<file path="config.mk">
export PLATFORM = sky130hd
export DESIGN_NAME = sfc_aq_fifo
export DESIGN_NICKNAME = d
export VERILOG_FILES = /design/src/rtl/sfc_aq_pkg.sv /design/src/rtl/sfc_aq_fifo.sv
export SDC_FILE = /design/constraint.sdc
export NUM_CORES = 1
export LEC_CHECK = 0
export ABC_AREA = 1
export BUFFER_PORTS_ARGS = -buffer_cell sky130_fd_sc_hd__buf_2
export CAP_MARGIN = 20
export CORE_MARGIN = 8
export CORE_UTILIZATION = 55
export DETAILED_ROUTE_END_ITERATION = 10
export GPL_TIMING_DRIVEN = 0
export PLACE_DENSITY = 0.83
export SLEW_MARGIN = 15
export SYNTH_ARGS = -nofsm -noshare
export SYNTH_HDL_FRONTEND = slang
export SYNTH_SLANG_ARGS = --single-unit
</file>
<file path="constraint.sdc">
create_clock -name clk -period 11.5 [get_ports clk]
set_input_delay 1.15 -clock clk [delete_from_list [all_inputs] [get_ports clk]]
set_output_delay 1.15 -clock clk [all_outputs]
set_load 0.005 [all_outputs]
</file>
<file path="src/rtl/sfc_aq_pkg.sv">
// ----------------------------------------------------------------------------
// sfc_aq_pkg
// shared types, field widths and qualifier codes of the sfc action engine
// ----------------------------------------------------------------------------
package sfc_aq_pkg;

  localparam int IDX_W  = 6;
  localparam int KIND_W = 4;
  localparam int GRP_W  = 6;
  localparam int DUR_W  = 32;
  localparam int DT_W   = 16;
  localparam int OTIM_W = 32;

  localparam int DEF_NUM_ACTIONS = 64;
  localparam int DEF_NUM_STEPS   = 64;
  localparam int DEF_TIMER_BITS  = 32;

  // depth of the queue between front and back
  localparam int QDEPTH = 2;

  // request types
  localparam logic REQ_LOAD = 1'b0;
  localparam logic REQ_EVAL = 1'b1;

  // action qualifiers
  localparam logic [KIND_W-1:0] Q_N  = 4'd0;
  localparam logic [KIND_W-1:0] Q_S  = 4'd1;
  localparam logic [KIND_W-1:0] Q_R  = 4'd2;
  localparam logic [KIND_W-1:0] Q_D  = 4'd3;
  localparam logic [KIND_W-1:0] Q_L  = 4'd4;
  localparam logic [KIND_W-1:0] Q_SD = 4'd5;
  localparam logic [KIND_W-1:0] Q_DS = 4'd6;
  localparam logic [KIND_W-1:0] Q_SL = 4'd7;
  localparam logic [KIND_W-1:0] Q_P  = 4'd8;

  typedef struct packed {
    logic              req_type;
    logic [IDX_W-1:0]  entry_idx;
    logic [IDX_W-1:0]  step_index;
    logic              step_live;
    logic              last_of_step;
    logic [DT_W-1:0]   tick_delta;
    logic [KIND_W-1:0] load_kind;
    logic [GRP_W-1:0]  load_group;
    logic [DUR_W-1:0]  load_duration;
  } in_item_t;

  typedef struct packed {
    logic [IDX_W-1:0]  out_index;
    logic              out_active;
    logic [OTIM_W-1:0] out_timer;
  } out_item_t;

  // classified item as it sits in the queue
  typedef struct packed {
    in_item_t item;
    logic     ai_ok;
    logic     si_ok;
  } q_item_t;

  // back part status seen by the front
  typedef struct packed {
    logic init_busy;
    logic result_wait;
  } back_status_t;

  typedef enum logic [2:0] {
    ST_INIT,
    ST_IDLE,
    ST_EXEC,
    ST_WALK,
    ST_WTAIL,
    ST_POST
  } exec_state_t;

endpackage

</file>
<file path="src/rtl/sfc_aq_fifo.sv">
// ----------------------------------------------------------------------------
// sfc_aq_fifo
// short queue that decouples classification from execution
// ----------------------------------------------------------------------------
module sfc_aq_fifo (
  input  logic                clk,
  input  logic                rst_n,
  input  logic                push,
  input  sfc_aq_pkg::q_item_t push_data,
  output logic                full,
  input  logic                pop,
  output sfc_aq_pkg::q_item_t pop_data,
  output logic                valid
);

  localparam int DEPTH = sfc_aq_pkg::QDEPTH;
  localparam int PW    = (DEPTH > 1) ? $clog2(DEPTH) : 1;
  localparam int CW    = $clog2(DEPTH + 1);

  sfc_aq_pkg::q_item_t mem_r [DEPTH];
  logic [PW-1:0]       wr_ptr_r;
  logic [PW-1:0]       rd_ptr_r;
  logic [CW-1:0]       count_r;
  logic                do_push;
  logic                do_pop;

  assign full     = count_r == CW'(DEPTH);
  assign valid    = count_r != '0;
  assign pop_data = mem_r[rd_ptr_r];
  assign do_push  = push && !full;
  assign do_pop   = pop && valid;

  always_ff @(posedge clk) begin
    if (do_push) begin
      mem_r[wr_ptr_r] <= push_data;
    end
  end

  always_ff @(posedge clk) begin
    if (!rst_n) begin
      wr_ptr_r <= '0;
      rd_ptr_r <= '0;
      count_r  <= '0;
    end else begin
      if (do_push) begin
        wr_ptr_r <= (wr_ptr_r == PW'(DEPTH - 1)) ? '0 : wr_ptr_r + 1'b1;
      end
      if (do_pop) begin
        rd_ptr_r <= (rd_ptr_r == PW'(DEPTH - 1)) ? '0 : rd_ptr_r + 1'b1;
      end
      if (do_push && !do_pop) begin
        count_r <= count_r + 1'b1;
      end else if (do_pop && !do_push) begin
        count_r <= count_r - 1'b1;
      end
    end
  end

endmodule

</file>
== After elaboration in Yosys (flattened, before gate mapping) ==
Memories as Yosys holds them, arrays and structs flattened. A register that Yosys moved wholly into a read port is not among the register bits.
Cells that the tools add are included.

* Register bits after elaboration: 4
* Bits in writable memories: 150
* Bits of input ports: 79
* Output and inout bits: 77
* Memories kept: 1

{| class="wikitable"
|+ Memories
! name !! words !! bits a word !! rd ports !! clocked after Yosys merged registers in !! wr ports !! RTL line !! RTL
|-
| mem_r || 2 || 75 || 1 || 1 || 1 || sfc_aq_fifo.sv:20 || <nowiki>sfc_aq_pkg::q_item_t mem_r [DEPTH];</nowiki>
|}

* Add/sub/neg operators: 4
* Eq/ne operators: 1
* Multiplexer cells: 8
* Reduce and logical (&&, ||, !) cells: 9

{| class="wikitable"
|+ Operator list
! operator !! number
|-
| 1-bit 2-to-1 mux || 6
|-
| 1-bit logical AND || 4
|-
| 2-bit 2-to-1 mux || 2
|-
| 2-bit nonzero test || 2
|-
| 1-bit zero test || 3
|-
| 1-bit adder (second input constant) || 2
|-
| 2-bit by 1-bit adder with 2-bit output (second input constant) || 1
|-
| 2-bit == test (second input constant) || 1
|-
| 2-bit by 1-bit subtractor with 2-bit output (second input constant) || 1
|}

== Longest topological paths before layout ==
* Depth after elaboration: 7
* Mapped depth: 10

== Worst setup path before layout ==
No wires, ideal clock.

* Kind: input to register
* Start point: in push
* End point: mem mem_r[0][0] in the netlist's numbering, enable pin
* Setup time: 509 ps
* Data arrival time: 4385 ps
* Path slack: 6607 ps
* Cell stages on the path: 2
* Path through: o21ai_1 > nor2_1

* Cells in the longest elaborated chain, start to end: 3

{| class="wikitable"
|+ RTL lines
! item !! RTL line !! RTL
|-
| start, declared || sfc_aq_fifo.sv:8 || <nowiki>input logic push,</nowiki>
|-
| 1-bit logical AND || sfc_aq_fifo.sv:30 || <nowiki>assign do_push = push && !full;</nowiki>
|-
| 1-bit 2-to-1 mux || sfc_aq_fifo.sv:34 || <nowiki>if (do_push) begin</nowiki>
|-
| 1-bit 2-to-1 mux (not written as such) || sfc_aq_fifo.sv:35 || <nowiki>mem_r[wr_ptr_r] <= push_data;</nowiki>
|-
| end, declared || sfc_aq_fifo.sv:20 ||
|}

No other way between the ends.

==> impl_metrics.ini <==
[outcome]
status = completed

[floorplanning]
coreArea_mm2 = 0.0103
die_w_um = 119
start_util_pct = 56.7
die-area_mm2 = 0.0142
ios = 156
die_h_um = 119
rows = 37

[worst_setup_path]
path_max_fanout = 10
arrival_ns = 1.71
required_ns = 10.35
cp-start-kind = flip-flop
setup.worst_path.end_class = primary output
rrSetupSlack_ns = 9.65
setup.worst_path.class = reg2out
regToRegEndpoint = mem_r[1][26]
r2r_cells = 5
timing.rr.start = count_r[1]

[power]
p_total_mw = 1.65
p_leak_nw = 2.99
power_density_mw_per_mm2 = 219
ir_drop_mv = 0.126

[routing]
drc_errors = 0
drtIter0Drc = 178
detail-route-antenna-nets = 0
vias_per_cell = 5.05
avgRoutedWirePerCell_um = 18.0
firstDrtPassIters = 5
wl_um = 10800
vias = 3023

[logic_synthesis]
ys_warn_count = 0
synth_top_family_by_area = multiplexers
synth.area.mux_share_pct = 17.6
ys_seq_elements = 155
synth-xor-area-share_pct = 0
synth_top_area_cell = edfxtp_1
syn_nets = 350
syn_avg_cell_area_um2 = 21.7
ys_top_cells_by_area = edfxtp_1, mux2_4, mux2_2
synth_top_area_share_pct = 76.9
synthSimpleGateAreaFrac_pct = 1.22
seq_area_frac_synth_pct = 78.6
synth_adder_area_share_pct = 0.214
netlist_instances = 270
synth-compound-area-share_pct = 0.470
synth_cell_types = 16
synth_area_mm2 = 0.00586

[global_routing]
grt_max_degree = 26
grt_overflow = 0
grt_pass1_vias = 3336
antenna_found_initial = 0
grt_pass1_wl_um = 17000
track_usage_pct = 15.5

[sta]
slew_viol_final = 0
fmax_ghz = 0.350
fin_setup_tns_ns = 0
worst_clock_skew_ns = 0.00547
final-hold-violation-count = 0
fin_crit_ns = 2.86
setup_viol = 0
post-route-worst-setup-slack_ns = 8.64
maxSlewHeadroom_pct = 63.5
rsz0062_at_grt = no
worstMarginPinSlew_ns = 0.547
fin_crit_sh_pct = 24.9

[placement]
hpwl_um = 7810
place_worst_setup_slack_ns = 8.83
gp_congestion = 0.660
portBuffers = 155

[finish]
diodes = 0
layout_commonest_cell = buf_2
nNetsFinal = 530
finish.utilization_pct = 73.2
most-common-layout-cells = buf_2, edfxtp_1, mux2_4
multi_input_area_mm2 = 0.00116
area_delta_synth_final_pct = 29.0
drive_gt1_share_pct = 59.6
ff_latch_area_mm2 = 0.00460
fillers = 638

[worst_hold_path]
hp-class = reg2reg
whs_path_depth = 2
hold_path.startpoint = rd_ptr_r

[clock_network]
root_buffer = clkbuf_8
cts_htree_levels = 4
cts_hold_buffers = 0
cts.sinks = 155
cts_resized = 0
cts_buffers = 17
clk_pin_slew_ns = 0.06
clock_latency_ns = 0.50
tritoncts = built
clk_path_buf_depth = 2
postCtsSetupRepairBufs = 0

[run]
drv_cap = 0
## state kept, by name, summed over array words and instances, names as in the netlist, named ones only
| register | flops |
|---|---|
| mem_r | 150 |
| count_r | 2 |
| rd_ptr_r | 1 |
| wr_ptr_r | 1 |
## worst max-delay path by stage
| stage | end | from | cells past startpoint | slack [ns] |
|---|---|---|---|---|
| after global placement | mem_r[1][32] | push | 3 | 4.91 |
| after detailed placement | mem_r[1][32] | push | 5 | 8.83 |
| after global routing | pop_data[33] | flip-flop | 4 | 8.57 |
| after CTS | pop_data[27] | flip-flop | 4 | 8.60 |
| after floorplan | mem_r[0][0] | push | 2 | 6.61 |
| final | pop_data[27] | flip-flop | 4 | 8.64 |
## where the power goes
group	leakage [nW]	switching [mW]	total, mW	internal (mW)
clock network	0.281	0.204	0.536	0.332
registers	1.44	0.0215	0.735	0.713
logic	1.26	0.176	0.383	0.207
total	2.99	0.401	1.65	1.25
## Yosys cell counts, drive strengths merged
cell    number
inv          8
nand3        1
dfxtp        5
ha           1
edfxtp     150
o21ai        3
buf          8
o21a         1
mux2        75
nand4        1
a21oi        1
nand2        7
nor2         9
## cells by family after synthesis
family	Yosys count
flops	155
mux	75
simple gates	18
buf+inv	16
compound gates	5
fa+ha+maj	1
## final cells by class
cell class / instances / area share, %
Sequential cell: 155 / 61.0
Multi-Input combinational cell: 99 / 15.3
Timing Repair Buffer: 161 / 12.3
Clock buffer: 23 / 6.31
Tap cell: 136 / 2.25
Clock inverter: 9 / 1.46
Buffer: 8 / 1.03
Inverter: 8 / 0.398
## worst max-delay path, cell delays in order, from the launching register on
cell,delay [ns]
dfxtp_1,0.36
buf_6,0.19
buf_6,0.20
mux2_4,0.33
buf_2,0.13
## metrics by stage
step	instance area [µm²]	hold WS, ns	instances
after floorplan	5860	0.467	270
after global placement	6800	0.480	561
after detailed placement	6970	0.495	567
after CTS	7550	0.525	599
after global routing	7550	0.559	599
final	7550	0.521	599
## layer usage
layer / wire length (µm) / share of wire (%) / global-route usage, %
met3: 1090 / 10 / 7.70
met1: 4210 / 39 / 16.3
met4: 110 / 1.0 / 5.85
met5: 0 / 0 / 0
met2: 5380 / 50 / 26.2
No activity file was read; power rests on OpenSTA's default activity.
