==> config.mk <==
export PLATFORM = sky130hd
export DESIGN_NAME = sfc_aq_exec
export DESIGN_NICKNAME = d
export VERILOG_FILES = /design/src/rtl/sfc_aq_pkg.sv /design/src/rtl/sfc_aq_exec.sv
export SDC_FILE = /design/constraint.sdc
export NUM_CORES = 2
export LEC_CHECK = 0
export ABC_CLOCK_PERIOD_IN_PS = 14900
export BUFFER_PORTS_ARGS = -buffer_cell sky130_fd_sc_hd__buf_2
export CORE_MARGIN = 4
export CORE_UTILIZATION = 55
export DETAILED_ROUTE_END_ITERATION = 10
export HOLD_SLACK_MARGIN = 0.02
export PLACE_DENSITY = 0.72
export SETUP_SLACK_MARGIN = 0.4
export SYNTH_ARGS = -nofsm -noshare
export SYNTH_HDL_FRONTEND = slang
export SYNTH_MEMORY_MAX_BITS = 65536
export SYNTH_SLANG_ARGS = --single-unit
export TNS_END_PERCENT = 20
==> constraint.sdc <==
create_clock -name clk -period 14.9 [get_ports clk]
set_input_delay 1.49 -clock clk [delete_from_list [all_inputs] [get_ports clk]]
set_output_delay 1.49 -clock clk [all_outputs]
set_load 0.1 [all_outputs]
==> src/rtl/sfc_aq_pkg.sv <==
// ----------------------------------------------------------------------------
// sfc_aq_pkg
// shared types, field widths and qualifier codes of the sfc action engine
// ----------------------------------------------------------------------------
package sfc_aq_pkg;

  localparam int IDX_W  = 6;
  localparam int KIND_W = 4;
  localparam int GRP_W  = 6;
  localparam int DUR_W  = 32;
  localparam int DT_W   = 16;
  localparam int OTIM_W = 32;

  localparam int DEF_NUM_ACTIONS = 64;
  localparam int DEF_NUM_STEPS   = 64;
  localparam int DEF_TIMER_BITS  = 32;

  // depth of the queue between front and back
  localparam int QDEPTH = 2;

  // request types
  localparam logic REQ_LOAD = 1'b0;
  localparam logic REQ_EVAL = 1'b1;

  // action qualifiers
  localparam logic [KIND_W-1:0] Q_N  = 4'd0;
  localparam logic [KIND_W-1:0] Q_S  = 4'd1;
  localparam logic [KIND_W-1:0] Q_R  = 4'd2;
  localparam logic [KIND_W-1:0] Q_D  = 4'd3;
  localparam logic [KIND_W-1:0] Q_L  = 4'd4;
  localparam logic [KIND_W-1:0] Q_SD = 4'd5;
  localparam logic [KIND_W-1:0] Q_DS = 4'd6;
  localparam logic [KIND_W-1:0] Q_SL = 4'd7;
  localparam logic [KIND_W-1:0] Q_P  = 4'd8;

  typedef struct packed {
    logic              req_type;
    logic [IDX_W-1:0]  entry_idx;
    logic [IDX_W-1:0]  step_index;
    logic              step_live;
    logic              last_of_step;
    logic [DT_W-1:0]   tick_delta;
    logic [KIND_W-1:0] load_kind;
    logic [GRP_W-1:0]  load_group;
    logic [DUR_W-1:0]  load_duration;
  } in_item_t;

  typedef struct packed {
    logic [IDX_W-1:0]  out_index;
    logic              out_active;
    logic [OTIM_W-1:0] out_timer;
  } out_item_t;

  // classified item as it sits in the queue
  typedef struct packed {
    in_item_t item;
    logic     ai_ok;
    logic     si_ok;
  } q_item_t;

  // back part status seen by the front
  typedef struct packed {
    logic init_busy;
    logic result_wait;
  } back_status_t;

  typedef enum logic [2:0] {
    ST_INIT,
    ST_IDLE,
    ST_EXEC,
    ST_WALK,
    ST_WTAIL,
    ST_POST
  } exec_state_t;

endpackage

==> src/rtl/sfc_aq_exec.sv <==
// ----------------------------------------------------------------------------
// sfc_aq_exec
// back part: action table, qualifier evaluation, group reset walk, result
// ----------------------------------------------------------------------------
module sfc_aq_exec #(
  parameter int NUM_ACTIONS = sfc_aq_pkg::DEF_NUM_ACTIONS,
  parameter int NUM_STEPS   = sfc_aq_pkg::DEF_NUM_STEPS,
  parameter int TIMER_BITS  = sfc_aq_pkg::DEF_TIMER_BITS
) (
  input  logic                     clk,
  input  logic                     rst_n,
  input  logic                     q_valid,
  input  sfc_aq_pkg::q_item_t      q_data,
  output logic                     q_pop,
  output sfc_aq_pkg::back_status_t status,
  output logic                     out_valid,
  input  logic                     out_ready,
  output sfc_aq_pkg::out_item_t    out_data
);

  localparam int AW   = (NUM_ACTIONS > 1) ? $clog2(NUM_ACTIONS) : 1;
  localparam int SW   = (NUM_STEPS > 1) ? $clog2(NUM_STEPS) : 1;
  localparam int TW   = TIMER_BITS;
  localparam int SUMW = ((TW > sfc_aq_pkg::DT_W) ? TW : sfc_aq_pkg::DT_W) + 1;
  localparam int CMPW = (TW > sfc_aq_pkg::DUR_W) ? TW : sfc_aq_pkg::DUR_W;
  localparam int CLR_LEN = (NUM_ACTIONS > NUM_STEPS) ? NUM_ACTIONS : NUM_STEPS;
  localparam int CCW  = $clog2(CLR_LEN + 1);
  localparam int AXW  = sfc_aq_pkg::IDX_W + AW;
  localparam int SXW  = sfc_aq_pkg::IDX_W + SW;

  typedef struct packed {
    logic [sfc_aq_pkg::KIND_W-1:0] kind;
    logic [sfc_aq_pkg::GRP_W-1:0]  group;
    logic [sfc_aq_pkg::DUR_W-1:0]  dur;
  } ent_t;

  function automatic logic is_stored_kind(input logic [sfc_aq_pkg::KIND_W-1:0] k);
    return (k == sfc_aq_pkg::Q_S) || (k == sfc_aq_pkg::Q_SD) ||
           (k == sfc_aq_pkg::Q_DS) || (k == sfc_aq_pkg::Q_SL);
  endfunction

  // memories
  ent_t        ent_mem [NUM_ACTIONS];
  logic [TW:0] tm_mem  [NUM_ACTIONS];
  logic        sm_mem  [NUM_STEPS];

  ent_t        ent_rd_r;
  logic [TW:0] tm_rd_r;
  logic        sm_rd_r;

  logic          ent_we;
  logic [AW-1:0] ent_waddr;
  ent_t          ent_wdata;
  logic [AW-1:0] ent_raddr;
  logic          tm_we;
  logic [AW-1:0] tm_waddr;
  logic [TW:0]   tm_wdata;
  logic [AW-1:0] tm_raddr;
  logic          sm_we;
  logic [SW-1:0] sm_waddr;
  logic          sm_wdata;
  logic [SW-1:0] sm_raddr;

  // control and working registers
  sfc_aq_pkg::exec_state_t state_r, state_nxt;
  sfc_aq_pkg::q_item_t     cur_r;
  logic [CCW-1:0]          clr_cnt_r;
  logic [AW-1:0]           walk_cnt_r;
  logic                    wp_v_r;
  logic [AW-1:0]           wp_addr_r;
  logic [sfc_aq_pkg::GRP_W-1:0] grp_r;
  logic                    res_a_r;
  logic [sfc_aq_pkg::OTIM_W-1:0] res_t_r;
  logic                    out_valid_r;
  sfc_aq_pkg::out_item_t   out_data_r;

  logic [AXW-1:0] hai_ext, cai_ext;
  logic [SXW-1:0] hsi_ext, csi_ext;

  logic          is_eval;
  logic          walk_req;
  logic          walk_last;
  logic          walk_hit;
  logic          clr_last;
  logic          out_load;
  logic          a_new;
  logic [TW-1:0] t_new;
  logic [CMPW-1:0] t_new_ext;

  assign hai_ext = AXW'(q_data.item.entry_idx);
  assign cai_ext = AXW'(cur_r.item.entry_idx);
  assign hsi_ext = SXW'(q_data.item.step_index);
  assign csi_ext = SXW'(cur_r.item.step_index);

  assign is_eval   = cur_r.item.req_type == sfc_aq_pkg::REQ_EVAL;
  assign walk_req  = is_eval && cur_r.ai_ok && (ent_rd_r.kind == sfc_aq_pkg::Q_R) &&
                     cur_r.item.step_live;
  assign walk_last = walk_cnt_r == AW'(NUM_ACTIONS - 1);
  assign walk_hit  = wp_v_r && is_stored_kind(ent_rd_r.kind) && (ent_rd_r.group == grp_r);
  assign clr_last  = clr_cnt_r == CCW'(CLR_LEN - 1);
  assign out_load  = (state_r == sfc_aq_pkg::ST_POST) && (!out_valid_r || out_ready);

  // qualifier evaluation of the current entry
  always_comb begin
    logic          act;
    logic          was;
    logic          rise;
    logic          fall;
    logic          a;
    logic [TW-1:0] t;
    logic [TW-1:0] base;
    logic [SUMW-1:0] sum;
    logic [TW-1:0] tadd;
    logic          ge;
    logic          lt;
    act  = cur_r.item.step_live;
    was  = cur_r.si_ok ? sm_rd_r : 1'b0;
    rise = act && !was;
    fall = !act && was;
    a    = tm_rd_r[TW];
    t    = tm_rd_r[TW-1:0];
    // the SL rising edge restarts the timer before it counts
    base = ((ent_rd_r.kind == sfc_aq_pkg::Q_SL) && rise) ? '0 : t;
    sum  = SUMW'(base) + SUMW'(cur_r.item.tick_delta);
    tadd = (sum > SUMW'({TW{1'b1}})) ? {TW{1'b1}} : sum[TW-1:0];
    ge   = CMPW'(tadd) >= CMPW'(ent_rd_r.dur);
    lt   = CMPW'(t) < CMPW'(ent_rd_r.dur);
    a_new = a;
    t_new = t;
    unique case (ent_rd_r.kind)
      sfc_aq_pkg::Q_N: begin
        a_new = act;
        t_new = act ? t : '0;
      end
      sfc_aq_pkg::Q_S: begin
        if (rise) a_new = 1'b1;
      end
      sfc_aq_pkg::Q_R: begin
        a_new = 1'b0;
      end
      sfc_aq_pkg::Q_D: begin
        a_new = act && ge;
        t_new = act ? tadd : '0;
      end
      sfc_aq_pkg::Q_L: begin
        if (!act) begin
          a_new = 1'b0;
          t_new = '0;
        end else if (lt) begin
          a_new = 1'b1;
          t_new = tadd;
        end else begin
          a_new = 1'b0;
        end
      end
      sfc_aq_pkg::Q_SD: begin
        if (act) begin
          t_new = tadd;
          if (ge) a_new = 1'b1;
        end else if (fall) begin
          t_new = '0;
        end
      end
      sfc_aq_pkg::Q_DS: begin
        if (act) begin
          t_new = tadd;
          if (ge) a_new = 1'b1;
        end else begin
          t_new = '0;
        end
      end
      sfc_aq_pkg::Q_SL: begin
        if (rise || a) begin
          t_new = tadd;
          a_new = !ge;
        end
      end
      sfc_aq_pkg::Q_P: begin
        a_new = rise;
      end
      default: begin
        a_new = a;
      end
    endcase
  end

  assign t_new_ext = CMPW'(t_new);

  // next state
  always_comb begin
    state_nxt = state_r;
    unique case (state_r)
      sfc_aq_pkg::ST_INIT:  if (clr_last) state_nxt = sfc_aq_pkg::ST_IDLE;
      sfc_aq_pkg::ST_IDLE:  if (q_valid) state_nxt = sfc_aq_pkg::ST_EXEC;
      sfc_aq_pkg::ST_EXEC:  state_nxt = walk_req ? sfc_aq_pkg::ST_WALK : sfc_aq_pkg::ST_POST;
      sfc_aq_pkg::ST_WALK:  if (walk_last) state_nxt = sfc_aq_pkg::ST_WTAIL;
      sfc_aq_pkg::ST_WTAIL: state_nxt = sfc_aq_pkg::ST_POST;
      sfc_aq_pkg::ST_POST:  if (out_load) state_nxt = sfc_aq_pkg::ST_IDLE;
      default:              state_nxt = sfc_aq_pkg::ST_INIT;
    endcase
  end

  // memory ports and queue control
  always_comb begin
    q_pop     = 1'b0;
    ent_we    = 1'b0;
    ent_waddr = cai_ext[AW-1:0];
    ent_wdata = '{kind:  cur_r.item.load_kind,
                  group: cur_r.item.load_group,
                  dur:   cur_r.item.load_duration};
    ent_raddr = hai_ext[AW-1:0];
    tm_we     = 1'b0;
    tm_waddr  = cai_ext[AW-1:0];
    tm_wdata  = '0;
    tm_raddr  = hai_ext[AW-1:0];
    sm_we     = 1'b0;
    sm_waddr  = csi_ext[SW-1:0];
    sm_wdata  = cur_r.item.step_live;
    sm_raddr  = hsi_ext[SW-1:0];
    unique case (state_r)
      sfc_aq_pkg::ST_INIT: begin
        tm_we    = clr_cnt_r < CCW'(NUM_ACTIONS);
        tm_waddr = clr_cnt_r[AW-1:0];
        sm_we    = clr_cnt_r < CCW'(NUM_STEPS);
        sm_waddr = clr_cnt_r[SW-1:0];
        sm_wdata = 1'b0;
      end
      sfc_aq_pkg::ST_IDLE: begin
        q_pop = q_valid;
      end
      sfc_aq_pkg::ST_EXEC: begin
        if (!is_eval) begin
          ent_we = cur_r.ai_ok;
          tm_we  = cur_r.ai_ok;
        end else begin
          tm_we    = cur_r.ai_ok;
          tm_wdata = {a_new, t_new};
          sm_we    = cur_r.item.last_of_step && cur_r.si_ok;
        end
      end
      sfc_aq_pkg::ST_WALK: begin
        ent_raddr = walk_cnt_r;
        tm_we     = walk_hit;
        tm_waddr  = wp_addr_r;
      end
      sfc_aq_pkg::ST_WTAIL: begin
        tm_we    = walk_hit;
        tm_waddr = wp_addr_r;
      end
      sfc_aq_pkg::ST_POST: begin
        q_pop = 1'b0;
      end
      default: begin
        q_pop = 1'b0;
      end
    endcase
  end

  always_ff @(posedge clk) begin
    if (ent_we) ent_mem[ent_waddr] <= ent_wdata;
    ent_rd_r <= ent_mem[ent_raddr];
  end

  always_ff @(posedge clk) begin
    if (tm_we) tm_mem[tm_waddr] <= tm_wdata;
    tm_rd_r <= tm_mem[tm_raddr];
  end

  always_ff @(posedge clk) begin
    if (sm_we) sm_mem[sm_waddr] <= sm_wdata;
    sm_rd_r <= sm_mem[sm_raddr];
  end

  // payload registers
  always_ff @(posedge clk) begin
    if (q_pop) cur_r <= q_data;
    if (state_r == sfc_aq_pkg::ST_EXEC) begin
      grp_r   <= ent_rd_r.group;
      res_a_r <= is_eval && cur_r.ai_ok && a_new;
      res_t_r <= (is_eval && cur_r.ai_ok) ? t_new_ext[sfc_aq_pkg::OTIM_W-1:0] : '0;
    end
    wp_addr_r <= walk_cnt_r;
    if (out_load) begin
      out_data_r.out_index  <= cur_r.item.entry_idx;
      out_data_r.out_active <= res_a_r;
      out_data_r.out_timer  <= res_t_r;
    end
  end

  // control registers
  always_ff @(posedge clk) begin
    if (!rst_n) begin
      state_r     <= sfc_aq_pkg::ST_INIT;
      clr_cnt_r   <= '0;
      walk_cnt_r  <= '0;
      wp_v_r      <= 1'b0;
      out_valid_r <= 1'b0;
    end else begin
      state_r <= state_nxt;
      if (state_r == sfc_aq_pkg::ST_INIT) clr_cnt_r <= clr_cnt_r + 1'b1;
      if (state_r == sfc_aq_pkg::ST_EXEC) begin
        walk_cnt_r <= '0;
      end else if (state_r == sfc_aq_pkg::ST_WALK) begin
        walk_cnt_r <= walk_cnt_r + 1'b1;
      end
      wp_v_r <= state_r == sfc_aq_pkg::ST_WALK;
      if (out_load) begin
        out_valid_r <= 1'b1;
      end else if (out_ready) begin
        out_valid_r <= 1'b0;
      end
    end
  end

  assign out_valid          = out_valid_r;
  assign out_data           = out_data_r;
  assign status.init_busy   = state_r == sfc_aq_pkg::ST_INIT;
  assign status.result_wait = (state_r == sfc_aq_pkg::ST_POST) && !out_load;

  assert property (@(posedge clk) disable iff (!rst_n)
    q_pop |-> (state_r == sfc_aq_pkg::ST_IDLE) && q_valid)
    else $error("queue popped outside idle");

  assert property (@(posedge clk) disable iff (!rst_n)
    (!out_valid_r && (state_r != sfc_aq_pkg::ST_POST)) |=> !out_valid_r)
    else $error("result presented without a finished item");

  assert property (@(posedge clk) disable iff (!rst_n)
    ((state_r == sfc_aq_pkg::ST_EXEC) && (state_nxt == sfc_aq_pkg::ST_WALK)) |=>
      (walk_cnt_r == '0))
    else $error("group reset walk does not start at entry zero");

  assert property (@(posedge clk) disable iff (!rst_n)
    (state_r == sfc_aq_pkg::ST_WTAIL) |-> $past(state_r == sfc_aq_pkg::ST_WALK) && wp_v_r)
    else $error("walk tail without a pending table entry");

endmodule

# [Word-level counts from Yosys, hierarchy flattened]
# Memory sizes are Yosys's and may differ from the RTL's. A register that Yosys moved wholly into a read port is not among the register bits.
# Cells that the tools add are included.
# Widths: inputs -> output; s select.
[word_totals] reg_bits=177 mem_bits_rw=4864 inputBits=79 output_inout_bits=43 n_memories=3
[memory_table] memory="ent_mem" words=64 width=42 read_ports=1 rd_ports_with_merged_regs=1 wr=1 line_no="sfc_aq_exec.sv:43" rtl="ent_t ent_mem [NUM_ACTIONS];"
[memory_table] memory="tm_mem" words=64 width=33 read_ports=1 rd_ports_with_merged_regs=1 wr=1 line_no="sfc_aq_exec.sv:44" rtl="logic [TW:0] tm_mem [NUM_ACTIONS];"
[memory_table] memory="sm_mem" words=64 width=1 read_ports=1 rd_ports_with_merged_regs=1 wr=1 line_no="sfc_aq_exec.sv:45" rtl="logic sm_mem [NUM_STEPS];"
[classes] addsub=3 magnitude_cmp=4 eq_ne=20 mux=44 bitwise=1 reduce_logical=31
[ops] op="$mux 32" n=9
[ops] op="$pmux 32 s5" n=1
[ops] op="$mux 33" n=2
[ops] op="$add 32x16->33" n=1
[ops] op="$gt 33x32->1 const B" n=1
[ops] op="$ge 32x32->1" n=1
[ops] op="$lt 32x32->1" n=1
[ops] op="$mux 1" n=20
[ops] op="$pmux 3 s6" n=1
[ops] op="$eq 4x3->1 const B" n=4
[ops] op="$mux 3" n=5
[ops] op="$logic_and 1x1->1" n=13
[ops] op="$mux 6" n=2
[ops] op="$pmux 6 s2" n=1
[ops] op="$eq 4x2->1 const B" n=2
[ops] op="$pmux 1 s8" n=1
[ops] op="$reduce_or 2->1" n=4
[ops] op="$add 7x1->7 const B" n=1
[ops] op="$eq 7x6->1 const B" n=1
[ops] op="$lt 7x7->1 const B" n=1
[ops] op="$add 6x1->6 const B" n=1
[ops] op="$eq 3x2->1 const B" n=2
[ops] op="$eq 3x3->1 const B" n=2
[ops] op="$eq 6x6->1" n=1
[ops] op="other kinds (15)" n=25

# [Depth between registers and ports, before layout]
[logic_depth] depth_word=14 mapped_depth=27

# [Worst setup path after synthesis]
# Ideal clock, no wire load.
[synth_timing] path_kind="input-to-output" start="input q_valid" end="output q_pop" arrival_ns=12.102 required_ns=13.410 path_slack_ns=1.308 cell_stages=2 n_path_buf=0 path_cell_list="inv_1 -> nor4b_1"
[synth_via] elab_chain_cells=1
[synth_lines] element="from (decl)" line_no="sfc_aq_exec.sv:12" rtl="input logic q_valid,"
[synth_lines] element="$mux 1" line_no="sfc_aq_exec.sv:220" rtl="unique case (state_r)"
[synth_lines] element="to (decl)" line_no="sfc_aq_exec.sv:14" rtl="output logic q_pop,"
# Every way passes these cells.

# [Worst setup path after layout]
[layout_timing] start="register ent_rd_r[40] (netlist name)" end="memory tm_mem[16][32] (netlist name) (data pin)"
[layout_via] elab_chain_cells=12 elab_cells_between_ends=24
[layout_lines] element="$eq 4x3->1" line_no="sfc_aq_exec.sv:123, sfc_aq_exec.sv:130"
[layout_lines] element="$logic_and 1x1->1" line_no="sfc_aq_exec.sv:123" rtl="base = ((ent_rd_r.kind == sfc_aq_pkg::Q_SL) && rise) ? '0 : t;"
[layout_lines] element="$mux 32" line_no="sfc_aq_exec.sv:123"
[layout_lines] element="$add 32x16->33" line_no="sfc_aq_exec.sv:124" rtl="sum = SUMW'(base) + SUMW'(cur_r.item.tick_delta);"
[layout_lines] element="$gt 33x32->1" line_no="sfc_aq_exec.sv:125" rtl="tadd = (sum > SUMW'({TW{1'b1}})) ? {TW{1'b1}} : sum[TW-1:0];"
[layout_lines] element="$mux 32" line_no="sfc_aq_exec.sv:125"
[layout_lines] element="$ge 32x32->1" line_no="sfc_aq_exec.sv:126" rtl="ge = CMPW'(tadd) >= CMPW'(ent_rd_r.dur);"
[layout_lines] element="$mux 1 / $logic_not 1->1 (equally long branches)" line_no="sfc_aq_exec.sv:159, sfc_aq_exec.sv:167, sfc_aq_exec.sv:175"
[layout_lines] element="$mux 1, on equally long branches" line_no="sfc_aq_exec.sv:157, sfc_aq_exec.sv:173"
[layout_lines] element="$pmux 1 s8 (*)" line_no="sfc_aq_exec.sv:130" rtl="unique case (ent_rd_r.kind)"
[layout_lines] element="$mux 33 (*)" line_no="sfc_aq_exec.sv:232" rtl="if (!is_eval) begin"
[layout_lines] element="$mux 33 (*)" line_no="sfc_aq_exec.sv:220"
[layout_lines] element="named net tm_wdata[32]" line_no="sfc_aq_exec.sv:57" rtl="logic [TW:0] tm_wdata;"
[layout_lines] element="to (decl)" line_no="sfc_aq_exec.sv:44"
# The timed path passes the listed nets; every way through them passes the cells marked *.

==> summary.json <==
{
  "finish": {
    "p_r_area_growth_vs_syn_pct": 11.83,
    "most-common-layout-cells": "sky130_fd_sc_hd__edfxtp_1, sky130_fd_sc_hd__nand2_1, sky130_fd_sc_hd__nand3_1",
    "mostFrequentLayoutCell": "sky130_fd_sc_hd__edfxtp_1",
    "drive_gt1_share_pct": 16.65,
    "fin_nets": 12300
  },
  "grt": {
    "grt_antenna_before_repair": 31,
    "grt_pass1_wl_microns": 800400,
    "via_count_of_the_first_global_routing_pass": 111400,
    "globalRouteTotalUtil_pct": 29.57,
    "grt_overflow_total": 0,
    "maximum_number_of_pins_on_one_net_before_global_route_repair": 176
  },
  "synthesis": {
    "syn_area_per_cell_sq_um": 16.94,
    "synth_seq_cells": 5117,
    "ys_seq_area_share_pct": 75.57,
    "synth_async_sr_flop_share_pct": 0,
    "synth-main-ff-cell": "sky130_fd_sc_hd__edfxtp_1",
    "synthCells": 11930,
    "post_synth_instance_area_sq_um": 202000,
    "mappedNetlistNets": 12090,
    "synth_edf_count": 5017,
    "count_of_warnings_emitted_by_yosys": 0,
    "yosys.cell_types.count": 81
  },
  "power_and_ir_drop": {
    "power.share.sequential_pct": 53.1,
    "clkPwrFrac_pct": 42.4,
    "internal-power_mw": 23.26,
    "p_per_area_nw_per_um2": 131.0,
    "total_switching_power_mw": 6.321,
    "power.switching_fraction_pct": 21.36,
    "total_leakage_power_nw": 70.96,
    "ir_worst_vdd_mv": 0.1199,
    "comb_power_share_pct": 4.6
  },
  "die": {
    "fp-row-count": 222,
    "die_h_microns": 614.1,
    "die-area_sq_um": 377100,
    "fp.dieW_microns": 614.1,
    "core_area_sq_um": 365800,
    "initial_utilization_pct": 55.22,
    "boundaryPins": 122
  },
  "sta": {
    "final.setup_skew_ns": 0.1467,
    "fin_setup_tns_ns": 0,
    "final-setup-viol-count": 0,
    "rsz0062_at_grt": "false",
    "period_minus_slack_ns": 7.915,
    "final_min_period_over_clock_period_pct": 53.12,
    "drv_slew": 0,
    "worst_pin_slew_ns": 1.404,
    "slew_headroom_pct": 6.184,
    "max_freq_mhz": 126.3,
    "final-hold-violation-count": 0,
    "timing.hold.ws_ns": 0.3732
  },
  "clocking": {
    "clockRootBuffer": "sky130_fd_sc_hd__clkbuf_16",
    "cts_hold_repair.buffers": 0,
    "post_cts_resized": 0,
    "post_cts_buffers": 0,
    "tritoncts_num_sinks": 5117,
    "worstSkewPairLatency_ns": 1.04,
    "cts.htree.levels": 5,
    "path_clk_slew_ns": 0.06,
    "tritoncts.num_buffers": 483,
    "clock_path_buffers": 4,
    "tritoncts": "built"
  },
  "run_status": {
    "outcome": "finished clean"
  },
  "route": {
    "route.detailed.drc": 0,
    "postRouteAntennaNets": 0,
    "first_iter_violations": 16370,
    "postRouteWirelength_microns": 564600,
    "wl_per_cell_microns": 32.46,
    "first_pass_iters": 7,
    "vias_per_cell": 6.560,
    "routed-via-count": 114100
  },
  "place": {
    "portBuffers": 121,
    "post-dp-hpwl_microns": 300900,
    "routabilityCongestion": 0.8828
  },
  "setup_path": {
    "startpoint_of_the_lowest_slack_register_to_register_path": "ent_rd_r[40]",
    "timing.critical_path.from_type": "register",
    "worst-endpoint-required_ns": 15.56,
    "crit_arrival_ns": 8.58,
    "timing.critical_path.to_type": "register",
    "worstPathMaxFanout": 64,
    "timing.setup.critical_path_class": "reg2reg",
    "cp-startpoint": "ent_rd_r[40]"
  },
  "flow_run": {
    "drv_cap": 0
  },
  "worst_hold_path": {
    "hp-start": "walk_cnt_r[0]",
    "hold_path.class": "reg2reg"
  }
}
## synth_stat cells (all sizes together), types with 7 or more instances
master	number	area share, %
nand2	2157	4.0
a21oi	91	0.23
ha	81	0.50
buf	298	0.73
or2	17	0.053
a221o	47	0.23
o21ai	50	0.13
xnor2	16	0.069
nand3	1085	2.7
nor3	20	0.050
dfxtp	100	0.99
nor4	8	0.028
xor2	16	0.069
o21a	10	0.037
nor2	304	0.57
a311o	42	0.21
a32o	48	0.24
and3	141	0.44
mux2i	640	3.2
a31oi	91	0.28
nand3b	13	0.055
inv	52	0.097
nor2b	12	0.037
o211ai	14	0.052
clkbuf	416	0.77
and4	7	0.030
or3	9	0.028
edfxtp	5017	75
mux4	714	8.0
a22oi	10	0.037
nand2b	18	0.056
a311oi	211	0.91
o31ai	11	0.041
a221oi	8	0.035
a21o	21	0.078
and2	32	0.099
nand4	20	0.062
## state kept, by name (all words and copies together), names as in the netlist, 7 cells and up
name	flops
clr_cnt_r	7
cur_r	62
ent_mem	2688
ent_rd_r	42
out_data	39
res_t_r	32
sm_mem	64
tm_mem	2112
tm_rd_r	33
## final cells by class
class | count | area [sq um]
diodes | 19 | 47.55
repair buffers | 441 | 3234
well taps | 4816 | 6026
clock buffers | 601 | 12850
fillers | 24930 | 139900
flip-flops and latches | 5117 | 152700
clock inverters | 308 | 3441
inverters | 52 | 195.2
multi-input cells | 6042 | 47450
## worst paths after layout
check	to	slack [ns]	depth (start not counted)
setup reg to reg	tm_mem[16][32]	6.98	24
hold / removal	wp_addr_r[0]	0.37	0
setup / recovery	tm_mem[16][32]	6.98	24
hold reg to reg	wp_addr_r[0]	0.37	0
## critical path: stages, from the launching register on
cell and delay, ns:
sky130_fd_sc_hd__dfxtp_1 0.56, sky130_fd_sc_hd__and4b_1 0.26, sky130_fd_sc_hd__buf_4 0.28, sky130_fd_sc_hd__nand2_1 0.08, sky130_fd_sc_hd__buf_4 0.27, sky130_fd_sc_hd__and2_1 0.23
sky130_fd_sc_hd__ha_1 0.35, sky130_fd_sc_hd__a21oi_1 0.29, sky130_fd_sc_hd__o21ai_0 0.22, sky130_fd_sc_hd__a21o_1 0.28, sky130_fd_sc_hd__o211ai_1 0.77, sky130_fd_sc_hd__a21boi_0 0.29
sky130_fd_sc_hd__xor2_1 0.22, sky130_fd_sc_hd__a21oi_1 0.41, sky130_fd_sc_hd__inv_1 0.10, sky130_fd_sc_hd__ha_1 0.31, sky130_fd_sc_hd__a21o_1 0.17, sky130_fd_sc_hd__a21o_1 0.17
sky130_fd_sc_hd__a21oi_1 0.20, sky130_fd_sc_hd__o21a_1 0.19, sky130_fd_sc_hd__nor3_1 0.06, sky130_fd_sc_hd__a2111oi_0 0.68, sky130_fd_sc_hd__a21oi_1 0.22, sky130_fd_sc_hd__nor3_2 0.35
sky130_fd_sc_hd__buf_4 0.56
## per-stage QoR
step	instance area [sq um]	utilization, %	setup slack, ns	total power, mW	std cells
6_report	225900	61.75	6.985	29.58	17400
5_1_grt	225900	61.74	6.700	30.39	17380
4_1_cts	225900	61.74	7.177	29.66	17380
3_5_place_dp	209600	57.29	7.210	17.33	16470
3_3_place_gp	209600	57.29	7.261	17.31	16470
2_1_floorplan	202000	-	1.308	16.84	11930
## layer usage
layer	GRT usage, %	part of all wire (%)
met2	47.36	48
met3	5.853	11
met5	0	0.020
met4	15.25	6.1
met1	38.82	35
## kinds of logic after synthesis
logic type / synth area share (%)
fa+ha+maj: 0.5166
flops: 75.57
buf+inv: 1.599
compound gates: 2.749
xor+xnor: 0.1387
mux: 11.16
simple gates: 8.270
## power by group through the flow
| stage | logic, mW | clock network (mW) | registers [mW] |
|---|---|---|---|
| CTS | 1.34 | 12.6 | 15.7 |
| global placement | 1.31 | 0 | 16.0 |
| finish | 1.35 | 12.5 | 15.7 |
| global route | 1.43 | 13.3 | 15.7 |
| detailed placement | 1.33 | 0 | 16.0 |
| floorplan | 0.887 | 0 | 16.0 |
(Power assumes the default switching activity.)
